File: src/design/svenc_pkg.sv
// shared types, constants and functions of the signed varint encoder
`default_nettype none
package svenc_pkg;

	localparam int ValueW  = 64;
	localparam int ByteW   = 8;
	localparam int MaxBytes = 10;
	localparam int WordW   = MaxBytes * ByteW;
	localparam int LenW    = 4;
	localparam int FirstShift = 6;
	localparam int GroupW  = 7;

	localparam logic [ByteW-1:0] MarkFf = 8'hFF;
	localparam logic [ByteW-1:0] MarkC0 = 8'hC0;
	localparam logic [ByteW-1:0] Mark80 = 8'h80;

	typedef struct packed {
		logic              neg;
		logic [ValueW-1:0] mag;
	} mag_t;

	typedef struct packed {
		logic              neg;
		logic [LenW-1:0]   len;
		logic [ValueW-1:0] mag;
	} len_t;

	typedef struct packed {
		logic [LenW-1:0]  len;
		logic [WordW-1:0] word;
	} enc_t;

	// number of bytes: one plus the 7-bit groups left from bit 6 upward
	function automatic logic [LenW-1:0] enc_len(input logic [ValueW-1:0] m);
		logic [LenW-1:0] n;
		n = LenW'(MaxBytes);
		for (int k = MaxBytes - 2; k >= 0; k--) begin
			if ((m >> (FirstShift + GroupW * k)) == '0) begin
				n = LenW'(k + 1);
			end
		end
		return n;
	endfunction

	// length marker bits, placed in the low n bytes of the word
	function automatic logic [WordW-1:0] enc_prefix(input logic [LenW-1:0] n);
		logic [WordW-1:0] p;
		p = '0;
		if (n >= LenW'(MaxBytes)) begin
			p[WordW-1 -: ByteW]         = MarkFf;
			p[WordW-ByteW-1 -: ByteW]   = MarkC0;
		end else if (n == LenW'(MaxBytes - 1)) begin
			p[WordW-ByteW-1 -: ByteW]   = MarkFf;
			p[WordW-2*ByteW-1 -: ByteW] = Mark80;
		end else begin
			for (int k = 1; k <= MaxBytes - 2; k++) begin
				if (n == LenW'(k)) begin
					p[ByteW*(k-1) +: ByteW] = ByteW'(MarkFf << (ByteW - k));
				end
			end
		end
		return p;
	endfunction

endpackage
`default_nettype wire

File: src/design/svenc_mag.sv
// stage 1: sign and magnitude of the input value
`default_nettype none
module svenc_mag (
	input  wire logic                           clk,
	input  wire logic                           arst_n,
	input  wire logic                           in_valid,
	output logic                                in_ready,
	input  wire logic [svenc_pkg::ValueW-1:0]   in_value,
	output logic                                out_valid,
	input  wire logic                           out_ready,
	output svenc_pkg::mag_t                     out_data
);

	logic            valid_s1;
	svenc_pkg::mag_t data_s1;

	assign in_ready = !valid_s1 || out_ready;

	always_ff @(posedge clk or negedge arst_n) begin
		if (!arst_n) begin
			valid_s1 <= 1'b0;
		end else if (in_ready) begin
			valid_s1 <= in_valid;
		end
	end

	always_ff @(posedge clk) begin
		if (in_ready && in_valid) begin
			data_s1.neg <= in_value[svenc_pkg::ValueW-1];
			data_s1.mag <= in_value[svenc_pkg::ValueW-1] ? (~in_value + 1'b1) : in_value;
		end
	end

	assign out_valid = valid_s1;
	assign out_data  = data_s1;

endmodule
`default_nettype wire

File: src/design/svenc_len.sv
// stage 2: encoded length from the magnitude
`default_nettype none
module svenc_len (
	input  wire logic   clk,
	input  wire logic   arst_n,
	input  wire logic   in_valid,
	output logic        in_ready,
	input  svenc_pkg::mag_t in_data,
	output logic        out_valid,
	input  wire logic   out_ready,
	output svenc_pkg::len_t out_data
);

	logic            valid_s2;
	svenc_pkg::len_t data_s2;

	assign in_ready = !valid_s2 || out_ready;

	always_ff @(posedge clk or negedge arst_n) begin
		if (!arst_n) begin
			valid_s2 <= 1'b0;
		end else if (in_ready) begin
			valid_s2 <= in_valid;
		end
	end

	always_ff @(posedge clk) begin
		if (in_ready && in_valid) begin
			data_s2.neg <= in_data.neg;
			data_s2.mag <= in_data.mag;
			data_s2.len <= svenc_pkg::enc_len(in_data.mag);
		end
	end

	assign out_valid = valid_s2;
	assign out_data  = data_s2;

endmodule
`default_nettype wire

File: src/design/svenc_pack.sv
// stage 3: marker bits, complement and left alignment of the byte string
`default_nettype none
module svenc_pack (
	input  wire logic   clk,
	input  wire logic   arst_n,
	input  wire logic   in_valid,
	output logic        in_ready,
	input  svenc_pkg::len_t in_data,
	output logic        out_valid,
	input  wire logic   out_ready,
	output svenc_pkg::enc_t out_data
);

	logic                          valid_s3;
	svenc_pkg::enc_t               data_s3;
	logic [svenc_pkg::WordW-1:0]   raw_word;
	logic [svenc_pkg::WordW-1:0]   flip_word;
	logic [svenc_pkg::LenW-1:0]    pad_bytes;

	assign in_ready = !valid_s3 || out_ready;

	always_comb begin
		raw_word  = svenc_pkg::WordW'(in_data.mag) | svenc_pkg::enc_prefix(in_data.len);
		flip_word = raw_word ^ {svenc_pkg::WordW{in_data.neg}};
		pad_bytes = svenc_pkg::LenW'(svenc_pkg::MaxBytes) - in_data.len;
	end

	always_ff @(posedge clk or negedge arst_n) begin
		if (!arst_n) begin
			valid_s3 <= 1'b0;
		end else if (in_ready) begin
			valid_s3 <= in_valid;
		end
	end

	// first byte ends up in the top byte of the word
	always_ff @(posedge clk) begin
		if (in_ready && in_valid) begin
			data_s3.len  <= in_data.len;
			data_s3.word <= flip_word << ({3'b000, pad_bytes} * 7'd8);
		end
	end

	assign out_valid = valid_s3;
	assign out_data  = data_s3;

endmodule
`default_nettype wire

File: src/design/svenc_ser.sv
// output stage: sends the encoded word one byte per transaction
`default_nettype none
module svenc_ser (
	input  wire logic   clk,
	input  wire logic   arst_n,
	input  wire logic   in_valid,
	output logic        in_ready,
	input  svenc_pkg::enc_t in_data,
	output logic        out_valid,
	input  wire logic   out_ready,
	output logic [svenc_pkg::ByteW-1:0] out_byte,
	output logic        out_last
);

	logic                        valid_q;
	logic [svenc_pkg::LenW-1:0]  left_q;
	logic [svenc_pkg::WordW-1:0] word_q;
	logic                        final_take;

	assign out_last   = (left_q == svenc_pkg::LenW'(1));
	assign final_take = valid_q && out_ready && out_last;
	assign in_ready   = !valid_q || final_take;

	always_ff @(posedge clk or negedge arst_n) begin
		if (!arst_n) begin
			valid_q <= 1'b0;
			left_q  <= '0;
		end else if (in_ready) begin
			valid_q <= in_valid;
			left_q  <= in_data.len;
		end else if (valid_q && out_ready) begin
			left_q  <= left_q - 1'b1;
		end
	end

	always_ff @(posedge clk) begin
		if (in_ready) begin
			word_q <= in_data.word;
		end else if (valid_q && out_ready) begin
			word_q <= word_q << svenc_pkg::ByteW;
		end
	end

	assign out_valid = valid_q;
	assign out_byte  = word_q[svenc_pkg::WordW-1 -: svenc_pkg::ByteW];

endmodule
`default_nettype wire

File: src/design/signed_varint_encoder_top.sv
// Order-preserving signed varint encoder: 64-bit value in, 1 to 10 bytes out.
//
// Input channel s_*: one transaction carries one signed 64-bit value.
// Output channel m_*: one transaction per encoded byte, most significant
// first; m_tlast marks the final byte of each value's encoding.
// Path: the first byte of a value reaches m_tdata through the input stage,
// two more pipeline stages, then the output register.
// Throughput: one output byte per cycle while m_tready is high; a value of n
// bytes holds the output stage until all n are taken. The three front stages
// take a value every cycle when not stalled and hold up to three more values.
// When the receiver drops m_tready the current byte holds, the stages fill
// up and s_tready falls; nothing is lost or repeated.
// Reset (arst_n low) empties every stage at once; the block has no other
// state and no configuration.
`default_nettype none
module signed_varint_encoder_top (
	input  wire logic        clk,
	input  wire logic        arst_n,
	input  wire logic        s_tvalid,
	output logic             s_tready,
	input  wire logic signed [63:0] s_tdata, // [63:0] value
	output logic             m_tvalid,
	input  wire logic        m_tready,
	output logic [7:0]       m_tdata,        // [7:0] out_byte
	output logic             m_tlast         // last_byte
);

	logic            v1, r1, v2, r2, v3, r3;
	svenc_pkg::mag_t d1;
	svenc_pkg::len_t d2;
	svenc_pkg::enc_t d3;

	svenc_mag u_mag (
		.clk(clk), .arst_n(arst_n),
		.in_valid(s_tvalid), .in_ready(s_tready), .in_value(s_tdata),
		.out_valid(v1), .out_ready(r1), .out_data(d1)
	);

	svenc_len u_len (
		.clk(clk), .arst_n(arst_n),
		.in_valid(v1), .in_ready(r1), .in_data(d1),
		.out_valid(v2), .out_ready(r2), .out_data(d2)
	);

	svenc_pack u_pack (
		.clk(clk), .arst_n(arst_n),
		.in_valid(v2), .in_ready(r2), .in_data(d2),
		.out_valid(v3), .out_ready(r3), .out_data(d3)
	);

	svenc_ser u_ser (
		.clk(clk), .arst_n(arst_n),
		.in_valid(v3), .in_ready(r3), .in_data(d3),
		.out_valid(m_tvalid), .out_ready(m_tready),
		.out_byte(m_tdata), .out_last(m_tlast)
	);

endmodule
`default_nettype wire

File: config.mk
export PLATFORM = sky130hd
export DESIGN_NAME = signed_varint_encoder_top
export DESIGN_NICKNAME = d
export VERILOG_FILES = /design/src/design/svenc_pkg.sv /design/src/design/svenc_mag.sv /design/src/design/svenc_len.sv /design/src/design/svenc_pack.sv /design/src/design/svenc_ser.sv /design/src/design/signed_varint_encoder_top.sv
export SDC_FILE = /design/constraint.sdc
export NUM_CORES = 1
export LEC_CHECK = 0
export BUFFER_PORTS_ARGS = -buffer_cell sky130_fd_sc_hd__buf_2
export CORE_MARGIN = 2
export CORE_UTILIZATION = 45
export DETAILED_ROUTE_END_ITERATION = 10
export GPL_ROUTABILITY_DRIVEN = 0
export PLACE_DENSITY = 0.67
export RECOVER_POWER = 50
export REMOVE_ABC_BUFFERS = 1
export SETUP_SLACK_MARGIN = 0.05
export SYNTH_ARGS = -nofsm -noshare
export SYNTH_HDL_FRONTEND = slang
export SYNTH_HIERARCHICAL = 1
export SYNTH_SLANG_ARGS = --single-unit
File: constraint.sdc
create_clock -name clk -period 4.25 [get_ports clk]
set_clock_uncertainty 0.15 [all_clocks]
set_input_delay 0.85 -clock clk [delete_from_list [all_inputs] [get_ports clk]]
set_output_delay 0.85 -clock clk [all_outputs]
set_load 0.05 [all_outputs]
# Word level (Yosys, flattened, before mapping)
# Cells that the tools add are included.
[totals]
register_bits = 306
inputBits = 68
elab_cells = 86
[classes]
add_sub_neg = 3
magnitude_cmp = 1
eq_ne = 10
n_shift = 1
muxes = 27
n_bitwise = 3
n_reduce_logical = 25
[op_table]
columns = ["operator", "n"]
rows = [
  ["$logic_not 64->1", 9],
  ["$mux 80", 2],
  ["$mux 8", 12],
  ["$or 64x80->80", 1],
  ["$shl 80x7->80", 1],
  ["$xor 80x80->80", 1],
  ["$add 64x1->64 const B", 1],
  ["$mux 64", 1],
  ["$not 64->64", 1],
  ["$mux 63", 1],
  ["$mux 56", 1],
  ["$eq 4x3->1 const B", 4],
  ["$mux 3", 4],
  ["$eq 4x1->1 const B", 2],
  ["$eq 4x2->1 const B", 2],
  ["$eq 4x4->1 const B", 2],
  ["$mux 2", 4],
  ["$mux 4", 2],
  ["$reduce_or 7->1", 1],
  ["$logic_and 1x1->1", 5],
  ["$ge 4x4->1 const B", 1],
  ["$logic_not 1->1", 4],
  ["$logic_or 1x1->1", 4],
  ["$sub 4x1->4 const B", 1],
  ["other kinds (3)", 3],
]

# Depth between registers and ports, before layout
# Gate-level depths: netlist of the first run.
[depth]
ltp_word = 9
mapped_depth = 12
depth_no_buf = 8

# Hierarchy
# The synthesis of the first run kept the hierarchy.
[by_module_without_submodules]
columns = ["module", "n_inst", "cells_per_inst", "area_per_inst_um2"]
rows = [
  ["svenc_pack", 1, 653, 6211.0],
  ["svenc_ser", 1, 214, 3716.1],
  ["svenc_mag", 1, 285, 3479.6],
  ["svenc_len", 1, 108, 2353.5],
]

# Least setup slack after synthesis of the first run
# No wires, ideal clock.
[synth_timing]
path_type = "input -> register"
start = "in m_tready"
end = "reg u_mag.data_s1 (netlist bit u_mag/out_data[0]) (enable)"
arrival_time_ns = 3.714
required_ns = 3.670
path_slack_ns = -0.044
cell_stages = 7
path_cell_list = "nand2b_1 -> o21ai_4 -> clkbuf_1 -> nand2b_1 -> nand2b_1 -> nand2b_1 -> and2_1"
[synth_between]
elab_chain_len = 7
[synth_lines]
columns = ["element", "line_no", "text"]
rows = [
  ["start, declared", "signed_varint_encoder_top.sv:23", "input wire logic m_tready,"],
  ["$logic_and 1x1->1 (2 in series)", "svenc_ser.sv:21", "assign final_take = valid_q && out_ready && out_last;"],
  ["$logic_or 1x1->1", "svenc_ser.sv:22", "assign in_ready = !valid_q || final_take;"],
  ["via r3", "signed_varint_encoder_top.sv:28", "logic v1, r1, v2, r2, v3, r3;"],
  ["$logic_or 1x1->1", "svenc_pack.sv:20", "assign in_ready = !valid_s3 || out_ready;"],
  ["via r2", "signed_varint_encoder_top.sv:28", ""],
  ["$logic_or 1x1->1", "svenc_len.sv:17", "assign in_ready = !valid_s2 || out_ready;"],
  ["via r1", "signed_varint_encoder_top.sv:28", ""],
  ["$logic_or 1x1->1", "svenc_mag.sv:17", "assign in_ready = !valid_s1 || out_ready;"],
  ["via s_tready", "signed_varint_encoder_top.sv:20", "output logic s_tready,"],
  ["$logic_and 1x1->1", "svenc_mag.sv:28", "if (in_ready && in_valid) begin"],
  ["end, declared", "svenc_mag.sv:15", "svenc_pkg::mag_t data_s1;"],
]
# The timed path passes the listed nets, and every way through them passes these cells.
# A chain may end at the register's enable or synchronous reset.

# Worst setup path in the final report of the first run
[layout_timing]
start = "reg u_ser/left_q[1] in the netlist's numbering"
end = "reg u_pack.data_s3 (netlist bit u_pack/out_data[12]) (enable)"
[layout_between]
elab_chain_len = 5
[layout_lines]
columns = ["element", "line_no", "text"]
rows = [
  ["start, declared", "svenc_ser.sv:16", "logic [svenc_pkg::LenW-1:0] left_q;"],
  ["start signal, assigned", "svenc_ser.sv:30", "left_q <= in_data.len;"],
  ["start signal, assigned", "svenc_ser.sv:32", "left_q <= left_q - 1'b1;"],
  ["$eq 4x1->1", "svenc_ser.sv:20", "assign out_last = (left_q == svenc_pkg::LenW'(1));"],
  ["$logic_and 1x1->1", "svenc_ser.sv:21", ""],
  ["$logic_or 1x1->1", "svenc_ser.sv:22", ""],
  ["via r3", "signed_varint_encoder_top.sv:28", ""],
  ["$logic_or 1x1->1", "svenc_pack.sv:20", ""],
  ["via r2", "signed_varint_encoder_top.sv:28", ""],
  ["$logic_and 1x1->1", "svenc_pack.sv:38", "if (in_ready && in_valid) begin"],
  ["end, declared", "svenc_pack.sv:15", "svenc_pkg::enc_t data_s3;"],
]
# The timed path passes the listed nets, and every way through them passes these cells.

==> results of run 1 <==
final cells by class:
| type | count | area [um2] | area share (%) |
|---|---|---|---|
| Clock buffer | 38 | 812 | 4.62 |
| Clock inverter | 18 | 194 | 1.10 |
| Inverter | 16 | 60.1 | 0.342 |
| Multi-Input combinational cell | 853 | 6150 | 35.0 |
| Sequential cell | 306 | 9150 | 52.1 |
| Tap cell | 455 | 569 | 3.24 |
| Timing Repair Buffer | 110 | 636 | 3.62 |
state kept, by name, indices dropped and copies added (netlist names):
register,cells
u_mag/out_data,65
u_pack/out_data,84
u_len/out_valid,1
u_mag/out_valid,1
u_ser/out_valid,1
u_ser/left_q,4
u_len/out_data,69
u_ser/word_q,80
u_pack/out_valid,1
worst max path at each step:
stage / slack, ps / from / to / depth (start not counted)
floorplan: -3600 / u_len/out_data[64]$_SDFFCE_PP1P_ / u_pack/out_data[76]$_DFFE_PP_ / 8
global placement: 840 / s_tdata[1] / u_mag/out_data[56]$_DFFE_PP_ / 8
detailed placement: 800 / s_tdata[17] / u_mag/out_data[47]$_DFFE_PP_ / 6
CTS: 960 / u_len/out_data[64]$_SDFFCE_PP1P_ / u_pack/out_data[71]$_DFFE_PP_ / 9
global route: 530 / u_ser/left_q[1]$_DFFE_PN0P_ / u_pack/out_data[47]$_SDFFCE_PP0P_ / 7
finish: 840 / u_ser/left_q[1]$_DFFE_PN0P_ / u_pack/out_data[12]$_SDFFCE_PP0P_ / 7
per-layer routing:
layer | track usage [%] | vias to the layer above
met5 | 0 | -
met4 | 6.72 | 0
met3 | 2.42 | 91
met2 | 30.2 | 488
met1 | 27.8 | 4956
li1 | - | 4876
critical path, cell delays in order, from the launching register on:
cell	delay, ps
sky130_fd_sc_hd__dfrtp_1	390
sky130_fd_sc_hd__inv_1	80
sky130_fd_sc_hd__ha_1	170
sky130_fd_sc_hd__nand2b_1	80
sky130_fd_sc_hd__o21ai_0	240
sky130_fd_sc_hd__nand2b_1	180
sky130_fd_sc_hd__and2_1	1380
sky130_fd_sc_hd__buf_12	370
cell usage in the layout (no fill, tap or decap), types with 17 or more instances in the layout:
cell	instances
sky130_fd_sc_hd__mux2i_1	41
sky130_fd_sc_hd__edfxtp_1	298
sky130_fd_sc_hd__buf_2	67
sky130_fd_sc_hd__mux2_1	53
sky130_fd_sc_hd__o31ai_1	23
sky130_fd_sc_hd__mux2_2	27
sky130_fd_sc_hd__buf_4	26
sky130_fd_sc_hd__o21ai_0	53
sky130_fd_sc_hd__clkbuf_1	18
sky130_fd_sc_hd__clkbuf_16	31
sky130_fd_sc_hd__nand2_1	61
sky130_fd_sc_hd__xnor2_1	131
sky130_fd_sc_hd__or3_1	17
sky130_fd_sc_hd__nor3_1	32
sky130_fd_sc_hd__a21oi_1	31
sky130_fd_sc_hd__nor2_1	103
sky130_fd_sc_hd__o22ai_1	23
sky130_fd_sc_hd__nand2b_1	21
where the power goes:
part	total [mW]	switching (mW)	leakage, nW	internal, mW
logic	1.02	0.621	2.49	0.398
clock network	2.66	1.12	0.484	1.54
registers	3.69	0.0954	2.85	3.59
total	7.37	1.83	5.82	5.53
what timing repair did:
item                       in CTS  in global routing
setup endpoints to repair       0                  0
hold buffers                    1                  0
hold endpoints to repair        8                  0
kinds of logic (layout without fill, tap and decap cells):
group           Yosys count  in the layout  share of synthesized area (%)
mux                     124            124                           8.75
fa+ha+maj                 8              8                          0.635
buf+inv                 101            182                           2.89
flops                   306            306                           58.1
compound gates          229            229                           10.1
xor+xnor                141            141                           7.84
simple gates            351            351                           11.8
==> impl_metrics.tcl, run 1 <==
set metrics [dict create \
    distinct_cell_type_count_of_the_synthesized_netlist 86 \
    post-layout-total-power_mw 7.37 \
    edff_count_synth 298 \
    asyncSetResetFlopFracSynth_pct 2.61 \
    crit_fanout 47 \
    via_per_inst 5.80 \
    numPlacedInstances 1739 \
    yosys_warnings 6 \
    timing_hold_violations_final 0 \
    route.detailed.wl_per_inst_um 19.9 \
    synth-seq-cells 306 \
    netlist_instances 1260 \
    clk_path_buf_depth 3 \
    fin_tns_setup_ps 0 \
    area_delta_synth_final_pct 11.5 \
    met2WireLength_um 16000 \
    post_route_cells_drive_above_1_share_pct 15.8 \
    final_max_slew_viol_count 255 \
    cts.clk_slew.worst_paths_ps 60 \
    cts_sinks 306 \
    p_per_area_nw_per_um2 419 \
    yosys.area.top_type_share_pct 56.8 \
    synth.area.top_cells "sky130_fd_sc_hd__edfxtp_1, sky130_fd_sc_hd__xnor2_1, sky130_fd_sc_hd__mux2_1" \
    final.min_clock_period_ps 3410 \
    antenna_cells 0 \
    critical_path_class "flip-flop to flip-flop" \
    htree_levels 1 \
    final_worst_path_setup_slack_ps 841 \
    top_layer "met4" \
    tritoncts.num_buffers 30 \
    synth.yosys.seq_area_share_pct 58.1 \
    placeableCoreArea_um2 34500 \
    remaining_drc_errors 0 \
    power.leakage_nw 5.82 \
    number_of_global_route_vias_before_repair 9900 \
    startpoint_type "flip-flop" \
    ant_nets 0 \
    vdd_ir_drop_max_mv 0.309 \
    io-pin-count 79 \
    outcome "finished, violations left" \
    crit-reg2reg-capture "u_pack/out_data[12]$_SDFFCE_PP0P_" \
    hold_path_depth 0 \
    port_buffers 78 \
    worstSkewPairLatency_ps 560 \
    violations "capacitance limit, slew limit" \
    nNetsFinal 1393 \
    dp_worst_setup_slack_ps 801 \
    initial_utilization_pct 45.6 \
    regToRegSetupSlack_ps 840 \
    n_fill_cell 2999 \
    syn_area_per_cell_um2 12.5 \
    netlist_top_cells_count "sky130_fd_sc_hd__edfxtp_1, sky130_fd_sc_hd__xnor2_1, sky130_fd_sc_hd__nor2_1" \
    synthesis.area_um2 15800 \
    global_route_wire_length_before_repair_um 55600 \
    worstPathArrival_ps 3490 \
    routedLengthMet1_um 16100 \
    min_to "u_len/out_data[0]$_DFFE_PP_" \
    grt_remaining_overflow 0 \
    postSynth.topFlopCell "sky130_fd_sc_hd__edfxtp_1" \
    achievable-frequency_ghz 0.293 \
    antenna_violations_before_repair 0 \
    cts_tree "yes" \
    grt_use_total_pct 19.3 \
    final_util_pct 50.9 \
    final_area_um2 17600 \
    postCtsSetupRepairBufs 0 \
    worst_hold_path_type "flip-flop to flip-flop" \
    chipWidth_um 191 \
    via_count 10400 \
    place_area_um2 16600 \
    place_hpwl_um 25400 \
    cts_resized 0 \
    maxCapViolCount 4 \
    fin_crit_sh_pct 80.2 \
    rr_worst_depth 7 \
    detailroute.wirelength.met3_um 2300 \
    timing.slew.headroom_pct -60.0 \
    grt_start_max_net_pins 81 \
    drt_iter0_markers 1121 \
    setup_viol 0 \
    hold_slack_ps 270 \
    worst_hold_startpoint "u_mag/out_data[0]$_DFFE_PP_" \
    critical_path_sink_type "flip-flop" \
    rsz0062_at_grt "false" \
    timing.critical_path.required_ps 4330 \
    postRouteWirelength_um 35700 \
    cts_root_buffer "sky130_fd_sc_hd__clkbuf_16" \
    synth_most_common_cell "sky130_fd_sc_hd__edfxtp_1" \
    slew_at_the_pin_with_the_worst_max_slew_slack_ps 2400 \
    worst_r2r_startpoint "u_ser/left_q[1]$_DFFE_PN0P_" \
    fp.dieH_um 191 \
    instances_no_fill 1796 \
    std_cell_rows 68 \
    die_area_um2 36500 \
    netlist.top_cell.by_area "sky130_fd_sc_hd__edfxtp_1" \
    tritonroute_pass_1_iters 5 \
]
Power figures use the tool's default switching activity.
==> run 2, diff against run 1 <==
--- a/config.mk
+++ b/config.mk
@@ -10,7 +10,7 @@
 export CORE_UTILIZATION = 45
 export DETAILED_ROUTE_END_ITERATION = 10
 export GPL_ROUTABILITY_DRIVEN = 0
-export PLACE_DENSITY = 0.67
+export PLACE_DENSITY = 0.69
 export RECOVER_POWER = 50
 export REMOVE_ABC_BUFFERS = 1
 export SETUP_SLACK_MARGIN = 0.05
==> constraint.sdc (replaced) <==
create_clock -name clk -period 2.8 [get_ports clk]
set_clock_uncertainty 0.15 [all_clocks]
set_input_delay 0.56 -clock clk [delete_from_list [all_inputs] [get_ports clk]]
set_output_delay 0.56 -clock clk [all_outputs]
set_load 0.05 [all_outputs]
==> run 2 against run 1 <==
  * The run now ends clean
  * Worst hold slack got worse by 210 ps
  * Flip-flop and latch count stayed put
  * Utilization increased by 4.0 points
  * Cell area increased by 7.9%
  * Combinational power is 80% higher
  * Sequential share of layout area shrank 3.8 points
  * Fmax increased by 24%
  * Critical path depth grew 2
  * Total power rose by 54%
  * Register-to-register slack got worse by 780 ps
  * Critical endpoint is now u_pack/out_data[63]$_SDFFCE_PP0P_
==> impl_metrics.tcl, run 2 (synthesis results as in run 1) <==
set metrics [dict create \
    maxCapViolCount 0 \
    numPlacedInstances 1865 \
    final_max_slew_viol_count 0 \
    clk_path_buf_depth 3 \
    drt_iter0_markers 985 \
    via_count 10800 \
    antenna_violations_before_repair 0 \
    via_per_inst 5.60 \
    initial_utilization_pct 45.6 \
    grt_start_max_net_pins 82 \
    grt_use_total_pct 20.4 \
    dp_worst_setup_slack_ps -202 \
    timing.slew.headroom_pct 41.7 \
    timing.critical_path.buf_inv 2 \
    startpoint_type "flip-flop" \
    instances_no_fill 1928 \
    tritonroute_pass_1_iters 6 \
    fp.dieH_um 191 \
    layout.cells.most_common "sky130_fd_sc_hd__edfxtp_1" \
    final.min_clock_period_ps 2740 \
    power.leakage_nw 6.53 \
    tritoncts.num_buffers 30 \
    cts_sinks 306 \
    fin_crit_sh_pct 97.9 \
    placeableCoreArea_um2 34500 \
    final_util_pct 54.9 \
    postRouteWirelength_um 37200 \
    layout_common_cells "sky130_fd_sc_hd__edfxtp_1, sky130_fd_sc_hd__buf_4, sky130_fd_sc_hd__xnor2_1" \
    cts_tree "yes" \
    route.detailed.wl_per_inst_um 19.3 \
    slew_at_the_pin_with_the_worst_max_slew_slack_ps 875 \
    timing.critical_path.slowest_cell_delay_ps 450 \
    die_area_um2 36500 \
    global_route_wire_length_before_repair_um 58500 \
    cts.clk_slew.worst_paths_ps 60 \
    worstPathArrival_ps 2890 \
    fin_tns_setup_ps 0 \
    ant_nets 0 \
    place_hpwl_um 27500 \
    final_worst_path_setup_slack_ps 59.8 \
    post_route_cells_drive_above_1_share_pct 25.9 \
    std_cell_rows 68 \
    outcome "finished, final reports clean" \
    antenna_cells 0 \
    vdd_ir_drop_max_mv 0.452 \
    htree_levels 1 \
    crit_fanout 19 \
    number_of_global_route_vias_before_repair 10600 \
    critical_path_sink_type "flip-flop" \
    chipWidth_um 191 \
    timing.critical_path.required_ps 2950 \
    io-pin-count 79 \
    area_delta_synth_final_pct 20.3 \
    rsz0062_at_grt "true" \
    timing.critical_path.cells "buf_8 -> ha_1 -> nor3b_2 -> buf_4 -> or3_1 -> a31oi_1 -> nor2_1 -> a21oi_1 -> o22ai_2" \
    nNetsFinal 1525 \
    achievable-frequency_ghz 0.365 \
    critical_path_class "flip-flop to flip-flop" \
    p_per_area_nw_per_um2 599 \
    cts_root_buffer "sky130_fd_sc_hd__clkbuf_16" \
    remaining_drc_errors 0 \
    n_fill_cell 2961 \
    largest_register_ff_count 84 \
    timing_hold_violations_final 0 \
    setup_viol 0 \
    cpMaxStageDelayCell "sky130_fd_sc_hd__edfxtp_1" \
    worst_hold_path_type "input port to flip-flop" \
    worstSkewPairLatency_ps 570 \
    cpLargestDelayFamily "compound AO/OA/AOI/OAI gates" \
    port_buffers 78 \
    grt_remaining_overflow 0 \
]
run 2: changes by cell type in the layout (fill, tap and decap cells not counted), sizes merged:
cell | previous run | this run
clkinvlp | 4 | 2
buf | 95 | 207
clkinv | 12 | 17
clkbuf | 52 | 69
run 2: per-layer routing:
metal  up-vias  routed length (um)  GRT usage [%]
li1       5151                   -              -
met1      5212               16600           28.5
met2       366               17500           33.3
met3        68                1980           2.39
met4         0                1110           6.36
met5         -                   0              0
run 2: area by class of cell:
| cell class | instances | area [um2] | share of cell area, % |
|---|---|---|---|
| timing repair buffer | 242 | 1700 | 8.97 |
| clock inverter | 21 | 194 | 1.02 |
| tap | 455 | 569 | 3.00 |
| clock buffer | 35 | 769 | 4.06 |
| sequential | 306 | 9150 | 48.3 |
| inverter | 16 | 62.6 | 0.330 |
| multi-input combinational | 853 | 6510 | 34.4 |
run 2: where the power goes:
| group | switching (mW) | internal [mW] |
|---|---|---|
| sequential | 0.148 | 5.45 |
| combinational | 1.04 | 0.802 |
| clock | 1.66 | 2.24 |
run 2: what timing repair did:
action / in CTS / in global routing
pin swaps: 2 / 20
gates resized for setup: 29 / 57
hold buffers: 1 / 0
cloned: 0 / 1
endpoints found under the setup margin: 24 / 35
endpoints found under the hold margin: 8 / 0
setup buffers: 2 / 3
run 2: path summary, 6_finish.rpt:
check / depth (start not counted) / from / endpoint / slack, ps
min in group asynchronous: 2 / arst_n / u_len/out_valid$_DFFE_PN0N_ / 320
max in group asynchronous: 2 / arst_n / u_ser/left_q[0]$_DFFE_PN0P_ / 1830
hold / removal: 2 / s_tvalid / u_mag/out_valid$_DFFE_PN0N_ / 60
setup reg to reg: 9 / u_len/out_data[64]$_SDFFCE_PP1P_ / u_pack/out_data[63]$_SDFFCE_PP0P_ / 60
setup / recovery: 9 / u_len/out_data[64]$_SDFFCE_PP1P_ / u_pack/out_data[63]$_SDFFCE_PP0P_ / 60
hold reg to reg: 0 / u_mag/out_data[2]$_DFFE_PP_ / u_len/out_data[2]$_DFFE_PP_ / 280
run 2: stage by stage:
step / cell area (um2) / hold WS (ps) / power [mW]
finish: 19000 / 60.8 / 11.3
global route: 19000 / 65.7 / 11.8
CTS: 18800 / 37.8 / 11.4
detailed placement: 17700 / 264 / 7.42
global placement: 17700 / 258 / 7.37
floorplan: 15400 / 114 / 6.71
==> run 3, diff against run 2 <==
--- a/config.mk
+++ b/config.mk
@@ -5,12 +5,13 @@
 export SDC_FILE = /design/constraint.sdc
 export NUM_CORES = 1
 export LEC_CHECK = 0
+export ABC_AREA = 1
 export BUFFER_PORTS_ARGS = -buffer_cell sky130_fd_sc_hd__buf_2
 export CORE_MARGIN = 2
-export CORE_UTILIZATION = 45
+export CORE_UTILIZATION = 50
 export DETAILED_ROUTE_END_ITERATION = 10
 export GPL_ROUTABILITY_DRIVEN = 0
-export PLACE_DENSITY = 0.69
+export PLACE_DENSITY = 0.75
 export RECOVER_POWER = 50
 export REMOVE_ABC_BUFFERS = 1
 export SETUP_SLACK_MARGIN = 0.05
==> run 3 against run 2 <==
  * Synthesized cell count rose by 63%
  * Non-clock buffer count fell by 120
  * Setup slack improved by 76 ps
  * Clock power rose by 13%
  * Highest routed layer unchanged
  * Largest power group unchanged
  * Critical path depth rose by 3
  * Wire length rose by 11%
  * Fmax rose by 2.8%
  * Largest cell class unchanged
  * Cell area rose by 0.75%
  * Global-route usage rose by 2.6 points
  * Sequential share of layout area fell by 0.36 points
==> impl_metrics.tcl, run 3 <==
set metrics [dict create \
    antenna_cells 0 \
    multi_input_area_um2 6890 \
    synth-seq-cells 306 \
    synth_most_common_cell "sky130_fd_sc_hd__nand2_1" \
    timing.critical_path.buf_inv 5 \
    startpoint_type "flip-flop" \
    global_route_wire_length_before_repair_um 66600 \
    asyncSetResetFlopFracSynth_pct 2.61 \
    hold_slack_ps 118 \
    cts_tree "yes" \
    post_route_cells_drive_above_1_share_pct 10.3 \
    setup_viol 0 \
    grt_start_max_net_pins 83 \
    critical_path_class "flip-flop to output port" \
    cts_sinks 306 \
    nNetsFinal 2191 \
    cpMaxStageDelayCell "sky130_fd_sc_hd__dfrtp_1" \
    layout_common_cells "sky130_fd_sc_hd__nand2_1, sky130_fd_sc_hd__edfxtp_1, sky130_fd_sc_hd__nand3_1" \
    cts.clk_slew.worst_paths_ps 60 \
    timing.slew.headroom_pct 6.05 \
    netlist_instances 2049 \
    initial_utilization_pct 51.0 \
    final_max_slew_viol_count 0 \
    timing.critical_path.cells "nor2_2 -> nand2_4 -> nand2_4 -> nand2_4 -> inv_1 -> inv_2 -> nand2_2 -> inv_2 -> nand2_2 -> inv_2 -> nand2_2 -> buf_8" \
    area_delta_synth_final_pct 11.4 \
    timing.critical_path.slowest_cell_delay_ps 430 \
    postSynth.topFlopCell "sky130_fd_sc_hd__edfxtp_1" \
    netlist_top_cells_count "sky130_fd_sc_hd__nand2_1, sky130_fd_sc_hd__edfxtp_1, sky130_fd_sc_hd__nand3_1" \
    tritoncts.num_buffers 30 \
    regArea_um2 9150 \
    place_area_um2 18100 \
    vdd_ir_drop_max_mv 0.593 \
    worstSkewPairLatency_ps 560 \
    cpLargestDelayFamily "simple AND/OR/NAND/NOR gates" \
    via_per_inst 5.40 \
    maxCapViolCount 0 \
    achievable-frequency_ghz 0.375 \
    grt_most_used_layer "met2" \
    std_cell_rows 67 \
    route.detailed.wl_per_inst_um 16.0 \
    worstPathArrival_ps 1950 \
    chipWidth_um 189 \
    synth.yosys.seq_area_share_pct 53.3 \
    global_route.usage.met3_pct 2.47 \
    synth.area.top_cells "sky130_fd_sc_hd__edfxtp_1, sky130_fd_sc_hd__nand2_1, sky130_fd_sc_hd__nand3_1" \
    globalRouteMet2Util_pct 38.7 \
    outcome "finished, final reports clean" \
    placeableCoreArea_um2 33600 \
    largest_register_ff_count 84 \
    synthesis.area_um2 17200 \
    htree_levels 1 \
    tritonroute_pass_1_iters 6 \
    layout.cells.most_common "sky130_fd_sc_hd__nand2_1" \
    crit_fanout 4 \
    timing.critical_path.required_ps 2090 \
    fp.dieH_um 189 \
    yosys_warnings 6 \
    timing_hold_violations_final 0 \
    drt_iter0_markers 1412 \
    critical_path_sink_type "output port" \
    worst_hold_path_type "input port to flip-flop" \
    grtUsageMet1_pct 30.2 \
    grt_remaining_overflow 0 \
    cts_root_buffer "sky130_fd_sc_hd__clkbuf_16" \
    yosys.area.top_type_share_pct 52.2 \
    ant_nets 0 \
    fin_crit_sh_pct 95.2 \
    clk_path_buf_depth 3 \
    n_fill_cell 2926 \
    distinct_cell_type_count_of_the_synthesized_netlist 48 \
    antenna_violations_before_repair 0 \
    via_count 14000 \
    final.min_clock_period_ps 2660 \
    io-pin-count 79 \
    p_per_area_nw_per_um2 768 \
    port_buffers 78 \
    grt_use_total_pct 23.0 \
    netlist.top_cell.by_area "sky130_fd_sc_hd__edfxtp_1" \
    power.leakage_nw 8.20 \
    place_hpwl_um 29800 \
    remaining_drc_errors 0 \
    syn_area_per_cell_um2 8.37 \
    postRouteWirelength_um 41300 \
    die_area_um2 35800 \
    edff_count_synth 298 \
    fin_tns_setup_ps 0 \
    rsz0062_at_grt "true" \
    final_area_um2 19100 \
    number_of_global_route_vias_before_repair 13000 \
    slew_at_the_pin_with_the_worst_max_slew_slack_ps 1410 \
]
[run 3: layer usage]
| layer | part of all wire (%) | wire, um |
|---|---|---|
| met1 | 41 | 17000 |
| met2 | 47 | 19500 |
| met3 | 7.0 | 2900 |
| met4 | 4.7 | 1960 |
| met5 | 0 | 0 |
[run 3: worst register-to-register path, stage by stage, from the launching register on]
cell and delay [ps]:
sky130_fd_sc_hd__edfxtp_1 500, sky130_fd_sc_hd__ha_1 280, sky130_fd_sc_hd__nor2_1 150, sky130_fd_sc_hd__nor2_1 100, sky130_fd_sc_hd__buf_4 160, sky130_fd_sc_hd__inv_1 120
sky130_fd_sc_hd__nand2_1 110, sky130_fd_sc_hd__inv_2 430, sky130_fd_sc_hd__o21ai_0 230, sky130_fd_sc_hd__o22ai_1 170
[run 3: final timing paths]
| path | start | to | slack, ps | cells past startpoint |
|---|---|---|---|---|
| worst max register to register | u_len/out_data[64]$_SDFFCE_PP1P_ | u_pack/out_data[50]$_SDFFCE_PP0P_ | 220 | 9 |
| max in group asynchronous | arst_n | u_ser/out_valid$_DFFE_PN0P_ | 1910 | 2 |
| worst max-delay path | u_ser/left_q[3]$_DFFE_PN0P_ | s_tready | 140 | 12 |
| worst min register to register | u_mag/out_data[5]$_DFFE_PP_ | u_len/out_data[5]$_DFFE_PP_ | 270 | 0 |
| worst min-delay path | s_tdata[0] | u_mag/out_data[0]$_DFFE_PP_ | 120 | 1 |
| min in group asynchronous | arst_n | u_ser/left_q[1]$_DFFE_PN0P_ | 290 | 2 |
[run 3: repair_timing]
item,4_1_cts,5_1_grt
gates cloned,0,1
gates resized for setup,12,11
hold endpoints to repair,8,0
setup endpoints to repair,37,63
hold buffers,1,0
setup buffers,2,3
pin swaps,1,3
[run 3: cell families after synthesis]
| group | after synthesis | synth area share, % |
|---|---|---|
| and+or+nand+nor | 1291 | 32.0 |
| DFF | 306 | 53.3 |
| buffers and inverters | 258 | 6.37 |
| AOI/OAI and AO/OA | 117 | 3.98 |
| xor gates and xnor gates | 62 | 3.32 |
| adders and majority gates | 8 | 0.584 |
| muxes | 7 | 0.409 |
[run 3: report_power, final]
group / total, mW / internal (mW) / leakage (nW) / switching [mW]
Clock: 4.40 / 2.71 / 0.530 / 1.70
Combinational: 3.87 / 1.20 / 4.80 / 2.67
Sequential: 6.39 / 6.07 / 2.87 / 0.313
Total: 14.7 / 9.98 / 8.20 / 4.68
[run 3: layout make-up]
class | count | share of cell area, %
Inverter | 169 | 3.33
Clock inverter | 20 | 1.60
Timing Repair Buffer | 122 | 3.96
Multi-Input combinational cell | 1486 | 36.0
Tap cell | 448 | 2.93
Sequential cell | 306 | 47.9
Clock buffer | 36 | 4.21
[run 3: metrics by stage]
step	cells	power [mW]	setup WS [ps]	utilization [%]
2_1_floorplan	1960	9.01	-6300	-
5_1_grt	2587	15.4	31.1	56.8
6_report	2587	14.7	136	56.8
3_5_place_dp	2524	10.2	37.6	53.7
3_3_place_gp	2524	10.1	140	53.7
4_1_cts	2583	14.7	64.4	57.2
